==> config.mk <==
export PLATFORM = sky130hd
export DESIGN_NAME = indexed_sequential_list_core
export DESIGN_NICKNAME = d
export VERILOG_FILES = /design/src/rtl/isl_pkg.sv /design/src/rtl/isl_cell.sv /design/src/rtl/indexed_sequential_list_core.sv
export SDC_FILE = /design/constraint.sdc
export NUM_CORES = 2
export LEC_CHECK = 0
export ABC_AREA = 0
export BUFFER_PORTS_ARGS = -buffer_cell sky130_fd_sc_hd__buf_2
export CAP_MARGIN = 15
export CORE_MARGIN = 2
export CORE_UTILIZATION = 45
export CTS_CLUSTER_SIZE = 30
export DETAILED_ROUTE_END_ITERATION = 7
export GPL_TIMING_DRIVEN = 0
export PLACE_DENSITY = 0.69
export SETUP_SLACK_MARGIN = 0.3
export SYNTH_ARGS = -nofsm -noshare
export SYNTH_HDL_FRONTEND = slang
export SYNTH_SLANG_ARGS = --single-unit
==> constraint.sdc <==
create_clock -name clk -period 6.55 [get_ports clk]
set_input_delay 0.655 -clock clk [delete_from_list [all_inputs] [get_ports clk]]
set_output_delay 0.655 -clock clk [all_outputs]
set_load 0.03 [all_outputs]
==> src/rtl/isl_pkg.sv <==
// Shared types and constants for the indexed sequential list.
package isl_pkg;

	localparam int CAPACITY_DEF = 32;
	localparam int POS_W = 5;
	localparam int WORD_W = 32;
	localparam int COUNT_W = 6;

	typedef enum logic [1:0] {
		REQ_INSERT = 2'd0,
		REQ_REMOVE = 2'd1,
		REQ_GET    = 2'd2,
		REQ_NONE   = 2'd3
	} req_t;

	typedef enum logic [1:0] {
		ST_OK    = 2'd0,
		ST_RANGE = 2'd1,
		ST_FULL  = 2'd2,
		ST_RSVD  = 2'd3
	} status_t;

	// Command broadcast to every cell of the chain.
	typedef struct packed {
		logic              ins;
		logic              rem;
		logic [POS_W-1:0]  pos;
		logic [WORD_W-1:0] word;
	} cell_cmd_t;

endpackage

==> src/rtl/isl_cell.sv <==
// One storage cell of the list chain: holds a word and shifts with its neighbors.
module isl_cell #(
	parameter int INDEX = 0
) (
	input  logic                      clk,
	input  isl_pkg::cell_cmd_t        cmd,
	input  logic [isl_pkg::WORD_W-1:0] prev_data,
	input  logic [isl_pkg::WORD_W-1:0] next_data,
	output logic [isl_pkg::WORD_W-1:0] data,
	output logic [isl_pkg::WORD_W-1:0] rd_data
);
	import isl_pkg::*;

	localparam logic [8:0] IDX = 9'(INDEX);

	logic [WORD_W-1:0] data_q;
	logic [8:0]        pos_ext;
	logic              above;
	logic              here;

	assign pos_ext = {4'b0, cmd.pos};
	assign above   = IDX > pos_ext;
	assign here    = IDX == pos_ext;

	always_ff @(posedge clk) begin
		if (cmd.ins) begin
			// open a gap at the position: later cells take from below
			if (above) begin
				data_q <= prev_data;
			end else if (here) begin
				data_q <= cmd.word;
			end
		end else if (cmd.rem) begin
			// close the gap: cells from the position on take from above
			if (above || here) begin
				data_q <= next_data;
			end
		end
	end

	assign data    = data_q;
	assign rd_data = here ? data_q : '0;

endmodule

==> src/rtl/indexed_sequential_list_core.sv <==
// Indexed sequential list: a bounded ordered list of signed 32-bit words held in a
// chain of CAPACITY cells. On an insert or remove, the cells from the addressed position
// on shift together in the same edge, so one request (insert, remove or get) is accepted
// per cycle while in_stall is low, and its result sits in an output register in the
// next cycle. in_stall rises only while that result waits for the
// downstream side. Out-of-range or overfilling requests leave the list unchanged
// and report a status code; count gives the low six bits of the entry count.
module indexed_sequential_list_core #(
	parameter int CAPACITY = isl_pkg::CAPACITY_DEF
) (
	input  logic                        clk,
	input  logic                        arst_n,
	input  logic                        in_valid,
	output logic                        in_stall,
	input  logic [1:0]                  req_type,
	input  logic [isl_pkg::POS_W-1:0]   position,
	input  logic signed [isl_pkg::WORD_W-1:0] value,
	output logic                        out_valid,
	input  logic                        out_stall,
	output logic [1:0]                  status,
	output logic signed [isl_pkg::WORD_W-1:0] read_value,
	output logic [isl_pkg::COUNT_W-1:0] count
);
	import isl_pkg::*;

	localparam int FILL_W = $clog2(CAPACITY + 1);
	localparam int RD_N   = (CAPACITY < 32) ? CAPACITY : 32;
	localparam logic [8:0] CAP9 = 9'(CAPACITY);

	logic [FILL_W-1:0] fill_q;
	logic [FILL_W-1:0] fill_next;
	logic [8:0]        fill9;
	logic [8:0]        pos9;
	logic              accept;
	logic              ins_ok;
	logic              rem_ok;
	logic              get_ok;
	status_t           st;
	cell_cmd_t         cmd;

	logic [WORD_W-1:0] cell_data [CAPACITY];
	logic [WORD_W-1:0] rd_part [RD_N];
	logic [WORD_W-1:0] rd_word;

	logic              out_valid_q;
	logic [1:0]        status_q;
	logic [WORD_W-1:0] read_value_q;
	logic [COUNT_W-1:0] count_q;

	assign in_stall = out_valid_q & out_stall;
	assign accept   = in_valid & ~in_stall;
	assign fill9    = 9'(fill_q);
	assign pos9     = {4'b0, position};

	always_comb begin
		ins_ok = 1'b0;
		rem_ok = 1'b0;
		get_ok = 1'b0;
		st     = ST_RANGE;
		case (req_t'(req_type))
			REQ_INSERT: begin
				if (fill9 >= CAP9) begin
					st = ST_FULL;
				end else if (pos9 <= fill9) begin
					ins_ok = 1'b1;
					st     = ST_OK;
				end
			end
			REQ_REMOVE: begin
				if (pos9 < fill9) begin
					rem_ok = 1'b1;
					st     = ST_OK;
				end
			end
			REQ_GET: begin
				if (pos9 < fill9) begin
					get_ok = 1'b1;
					st     = ST_OK;
				end
			end
			default: st = ST_RANGE;
		endcase
	end

	always_comb begin
		fill_next = fill_q;
		if (ins_ok) begin
			fill_next = fill_q + FILL_W'(1);
		end else if (rem_ok) begin
			fill_next = fill_q - FILL_W'(1);
		end
	end

	always_comb begin
		cmd.ins  = accept & ins_ok;
		cmd.rem  = accept & rem_ok;
		cmd.pos  = position;
		cmd.word = value;
	end

	for (genvar i = 0; i < CAPACITY; i++) begin : g_cell
		logic [WORD_W-1:0] prev_w;
		logic [WORD_W-1:0] next_w;
		if (i == 0) begin : g_first
			assign prev_w = '0;
		end else begin : g_mid
			assign prev_w = cell_data[i-1];
		end
		if (i == CAPACITY - 1) begin : g_last
			assign next_w = '0;
		end else begin : g_inner
			assign next_w = cell_data[i+1];
		end
		if (i < RD_N) begin : g_rd
			isl_cell #(.INDEX(i)) u_cell (
				.clk       (clk),
				.cmd       (cmd),
				.prev_data (prev_w),
				.next_data (next_w),
				.data      (cell_data[i]),
				.rd_data   (rd_part[i])
			);
		end else begin : g_nord
			// positions reach only the first cells; these are never read directly
			isl_cell #(.INDEX(i)) u_cell (
				.clk       (clk),
				.cmd       (cmd),
				.prev_data (prev_w),
				.next_data (next_w),
				.data      (cell_data[i]),
				.rd_data   ()
			);
		end
	end

	// at most one cell matches the position, so an OR selects it
	always_comb begin
		rd_word = '0;
		for (int k = 0; k < RD_N; k++) begin
			rd_word = rd_word | rd_part[k];
		end
	end

	always_ff @(posedge clk or negedge arst_n) begin
		if (!arst_n) begin
			fill_q      <= '0;
			out_valid_q <= 1'b0;
		end else begin
			if (accept) begin
				fill_q      <= fill_next;
				out_valid_q <= 1'b1;
			end else if (!out_stall) begin
				out_valid_q <= 1'b0;
			end
		end
	end

	always_ff @(posedge clk) begin
		if (accept) begin
			status_q     <= st;
			read_value_q <= get_ok ? rd_word : '0;
			count_q      <= COUNT_W'(9'(fill_next));
		end
	end

	assign out_valid  = out_valid_q;
	assign status     = status_q;
	assign read_value = read_value_q;
	assign count      = count_q;

endmodule

==> out/qor.yml, run 1 <==
outcome:
  status: "aborted with a tool error"
  failed_stage: "global routing (5_1_grt)"
  tool.error: "[ERROR GRT-0116] Global routing finished with congestion. Check the congestion regions in the DRC Viewer."
synthesis:
  yosys_warnings: 0
  synth_top_cell_by_area: "edfxtp_1"
  synth.distinct_cells: 73
  synth_top_area_share_pct: 49.2
  synthArstFlopShare_pct: 0.654
  ys_seq_area_share_pct: 49.4
  ys_ff_latch: 1071
  netlist_instances: 6139
  syn-num-nets: 6194
  synth_enable_flop_cells: 1064
  synthesis.area_um2: 65000
  synth.top_cells.by_area: "edfxtp_1 (49%), mux2i_1 (11%), a31oi_1 (9.2%)"
  syn_avg_cell_area_um2: 10.6
  synth-main-ff-cell: "edfxtp_1"
placed_design:
  dp_hpwl_mm: 394
  routabilityCongestion: 1.24
  io_buffers: 83
cts:
  htreeDepth: 4
  cts_buffer_depth: 3
  hold_buffers: 1
  cts_buffers: 131
  cts_sinks: 1071
  clockRootBuffer: "clkbuf_16"
  post_cts_buffers: 0
  ctsResizeCount: 0
die:
  die_x_um: 384
  start_util_pct: 45.3
  fp-row-count: 139
  ios: 85
  dieHeight_um: 384
global_routing:
  grt_max_degree: 27
  grt_pass1_wl_mm: 749
  gr-total-overflow: 467
  grt_pass1_vias: 72042
  grt_usage_pct: 75.2
-- cell families after synthesis --
kind of cell / count (synthesis) / synth area share (%)
AO/OA/AOI/OAI: 2049 / 19.0
AND/OR/NAND/NOR: 1176 / 9.54
flip-flops: 1071 / 49.4
multiplexers: 1018 / 16.3
buffers and inverters: 807 / 5.49
adder cells (fa/ha/maj): 12 / 0.231
XOR/XNOR: 6 / 0.0809
-- cells in the mapped netlist (all sizes together), types with 46 or more instances --
library cell	instances
nand3	496
nor2	49
mux2i	723
nand2	264
mux2	295
a31oi	957
clkbuf	424
edfxtp	1064
a22oi	157
a21oi	800
nand4	125
buf	372
nor3	46
-- metrics by stage --
| stage | std cells | utilization, % | TNS [ns] | area, um2 | setup slack (ns) |
|---|---|---|---|---|---|
| after global placement | 8125 | 47.2 | -2710.95 | 67800 | -7.50 |
| after CTS | 8508 | 51.5 | 0 | 73900 | 1.73 |
| after detailed placement | 8273 | 48.6 | 0 | 69700 | 0.949 |
| after floorplan | 6139 | - | 0 | 65000 | 0.572 |
-- layer usage --
| metal | global-route usage (%) | overflow |
|---|---|---|
| met5 | 38.9 | 0 |
| met4 | 68.1 | 173 |
| met3 | 62.1 | 13 |
| met2 | 86.5 | 275 |
| met1 | 80.1 | 6 |
==> run 2, diff against run 1 <==
--- a/config.mk
+++ b/config.mk
@@ -9,12 +9,10 @@
 export BUFFER_PORTS_ARGS = -buffer_cell sky130_fd_sc_hd__buf_2
 export CAP_MARGIN = 15
 export CORE_MARGIN = 2
-export CORE_UTILIZATION = 45
-export CTS_CLUSTER_SIZE = 30
+export CORE_UTILIZATION = 30
 export DETAILED_ROUTE_END_ITERATION = 7
 export GPL_TIMING_DRIVEN = 0
-export PLACE_DENSITY = 0.69
-export SETUP_SLACK_MARGIN = 0.3
+export PLACE_DENSITY_LB_ADDON = 0.15
 export SYNTH_ARGS = -nofsm -noshare
 export SYNTH_HDL_FRONTEND = slang
 export SYNTH_SLANG_ARGS = --single-unit
==> run 2 against run 1 <==
  * The flow now finishes, with violations (DRC)
  * Synthesized area is the same
  * Synthesized cell count unchanged
==> out/qor.yml, run 2 <==
outcome:
  status: "complete, but fails checks"
  violations: "DRC"
worst_setup_path:
  r2r-start: "fill_q[3]"
  worst_path_most_repeated_cell: "buf_2"
  crit_slowest_cell: "clkbuf_1"
  worstSetupPathType: "input pin to flop"
  path_delay_family: "buffers and inverters"
  cp_cell_sequence: "buf_2, buf_2, buf_4, nor2b_1, buf_2, clkbuf_1, nand3_1, nand4_1, nor4_1, a31oi_1"
  cp-end-kind: "flop"
  reg2reg_depth: 10
  slowest_delay_ns: 1.08
  crit_buf_inv: 5
  r2r-end: "g_cell[8].g_rd.u_cell.data[5]"
  cp.arrival_ns: 6.50
  required_ns: 7.06
  critPathLaunchType: "input pin"
  reg2reg_slack_ns: 0.99
  crit_fanout: 10
sta:
  worst_pin_slew_ns: 1.46
  rsz0062_at_grt: "false"
  timing.final.crit_period_ns: 5.98
  max_freq_mhz: 167
  finClkSkew_ns: 0.0325
  drv_slew: 0
  setup_viol: 0
  maxSlewHeadroom_pct: 2.42
  hold_violations: 0
  finalCritPeriodShare_pct: 91.3
  fin_setup_tns_ns: 0
cts:
  cts_tree: "yes"
  clk_pin_slew_ns: 0.06
  cts_buffers: 144  # +9.9%
  cts_buffer_depth: 3  # unchanged
  cts_sinks: 1071  # unchanged
  clockRootBuffer: "clkbuf_16"
  clk_latency_ns: 0.85
  htreeDepth: 4  # unchanged
die:
  die_area_um2: 220000
  coreArea_um2: 215000
  start_util_pct: 30.2  # -15 points
  fp-row-count: 170  # +22%
  dieHeight_um: 469  # +22%
  die_x_um: 469  # +22%
  ios: 85  # unchanged
route:
  ant_nets: 0
  drc_errors: 2
  routed_wl_mm: 591
  vias_per_cell: 7.51
  drtIter0Drc: 14155
  wl_per_cell_um: 61.5
  drtPass1Iterations: 8
  vias: 72149
synthesis:
  synthesis.area_um2: 65000  # unchanged
  synth_enable_flop_cells: 1064  # unchanged
  syn-num-nets: 6194  # unchanged
  synth_top_area_share_pct: 49.2  # unchanged
  synth_common_cells: "edfxtp_1 (1,064), a31oi_1 (957), a21oi_1 (796)"
  synth-main-ff-cell: "edfxtp_1"
  yosys_warnings: 0  # unchanged
  ys_seq_area_share_pct: 49.4  # unchanged
  synth.top_cells.by_area: "edfxtp_1 (49%), mux2i_1 (11%), a31oi_1 (9.2%)"
  ys_ff_latch: 1071  # unchanged
  syn_avg_cell_area_um2: 10.6  # unchanged
  synth.distinct_cells: 73  # unchanged
  netlist_instances: 6139  # unchanged
  synthArstFlopShare_pct: 0.654  # unchanged
  synth_most_common_cell: "edfxtp_1"
  synth_top_cell_by_area: "edfxtp_1"
min_path:
  worstHoldEndpoint: "out_valid"
  hold_path.class: "input pin to flop"
  min_path_cells: 2
  min_from: "in_valid"
job:
  maxCapViolations: 0
layout:
  areaGrowthSynthToFinish_pct: 17.6
  largest_reg_flops: 1024
  layout_commonest_cell: "edfxtp_1"
  final_cell_mix: "edfxtp_1 (1,064), a31oi_1 (957), a21oi_1 (796), mux2i_1 (723), nand3_1 (494)"
  final_area_um2: 76400
  multi_input_area_um2: 29500
  seq_area_um2: 32100
  fill_cells: 21762
  final_cells: 9606
  finalCoreUtilization_pct: 35.5
  drive_gt1_share_pct: 18.4
  final_nets: 6615
placed_design:
  dp_hpwl_mm: 473  # +20%
  routabilityCongestion: 1.10  # -11%
  place_inst: 9245  # +12%
  placed_cell_area_um2: 71600  # +2.7%
  io_buffers: 83  # unchanged
global_routing:
  grt_pass1_vias: 63082
  antenna_found_initial: 83
  grt_usage_pct: 51.6
  grt_max_degree: 24
  gr-total-overflow: 0
  grt_pass1_wl_mm: 728
pwr:
  finalPower_mw: 24.0
  p_per_area_nw_per_um2: 314
  p_leak_nw: 26.8
  ir_drop_mv: 0.294
## run 2: cell counts after synthesis
No cell type changed its count.
## run 2: area by class of cell
type	count	share of cell area [%]
repair buffers	275	3.78
diodes	100	0.328
clock inverters	77	0.850
clock buffers	177	4.96
multi-input cells	4261	38.6
inverters	11	0.0540
flip-flops and latches	1071	42.1
well taps	2838	4.65
plain buffers	796	4.69
## run 2: kinds of logic after synthesis
logic type                 synth area share, %
xor gates and xnor gates                0.0809
DFF                                       49.4
and+or+nand+nor                           9.54
muxes                                     16.3
AOI/OAI and AO/OA                         19.0
buffers and inverters                     5.49
adders and majority gates                0.231
## run 2: layer usage
metal / share of wire [%] / up-vias / track usage [%]
met5: 0.023 / - / 0.0649
met4: 13 / 22 / 52.9
met3: 12 / 2294 / 18.7
met2: 40 / 7546 / 71.9
met1: 35 / 36844 / 59.6
li1: - / 25443 / -
## run 2: where the power goes
group	total (mW)	switching, mW	leakage [nW]	internal, mW
Clock	7.99	3.70	2.15	4.29
Sequential	8.88	0.736	9.76	8.15
Combinational	7.14	5.71	14.9	1.43
## run 2: per-stage QoR
stage	hold slack [ns]	setup slack [ns]
2_1_floorplan	0.359	0.572
3_3_place_gp	0.520	-8.04
3_5_place_dp	0.521	0.403
4_1_cts	0.0168	1.26
5_1_grt	0.0417	1.12
6_report	0.0209	0.568
## run 2: worst max path at each step
| stage | start | endpoint | slack (ns) | cells past startpoint |
|---|---|---|---|---|
| detailed placement | position[1] | read_value[17] | 0.40 | 10 |
| finish | position[1] | read_value[17] | 0.57 | 10 |
| global placement | position[0] | g_cell[5].g_rd.u_cell.data[10] | -8.04 | 12 |
| floorplan | position[0] | g_cell[3].g_rd.u_cell.data[0] | 0.57 | 12 |
| global route | position[0] | g_cell[14].g_rd.u_cell.data[6] | 1.12 | 16 |
| CTS | position[1] | read_value[17] | 1.26 | 10 |
## run 2: repair_timing
| action | CTS | global route |
|---|---|---|
| gates resized for setup | 0 | 0 |
| setup buffers | 0 | 0 |
| endpoints found under the setup margin | 0 | 0 |
| endpoints found under the hold margin | 7 | 0 |
| hold buffers | 1 | 0 |
Note: power is estimated with default switching activity, not from simulation.
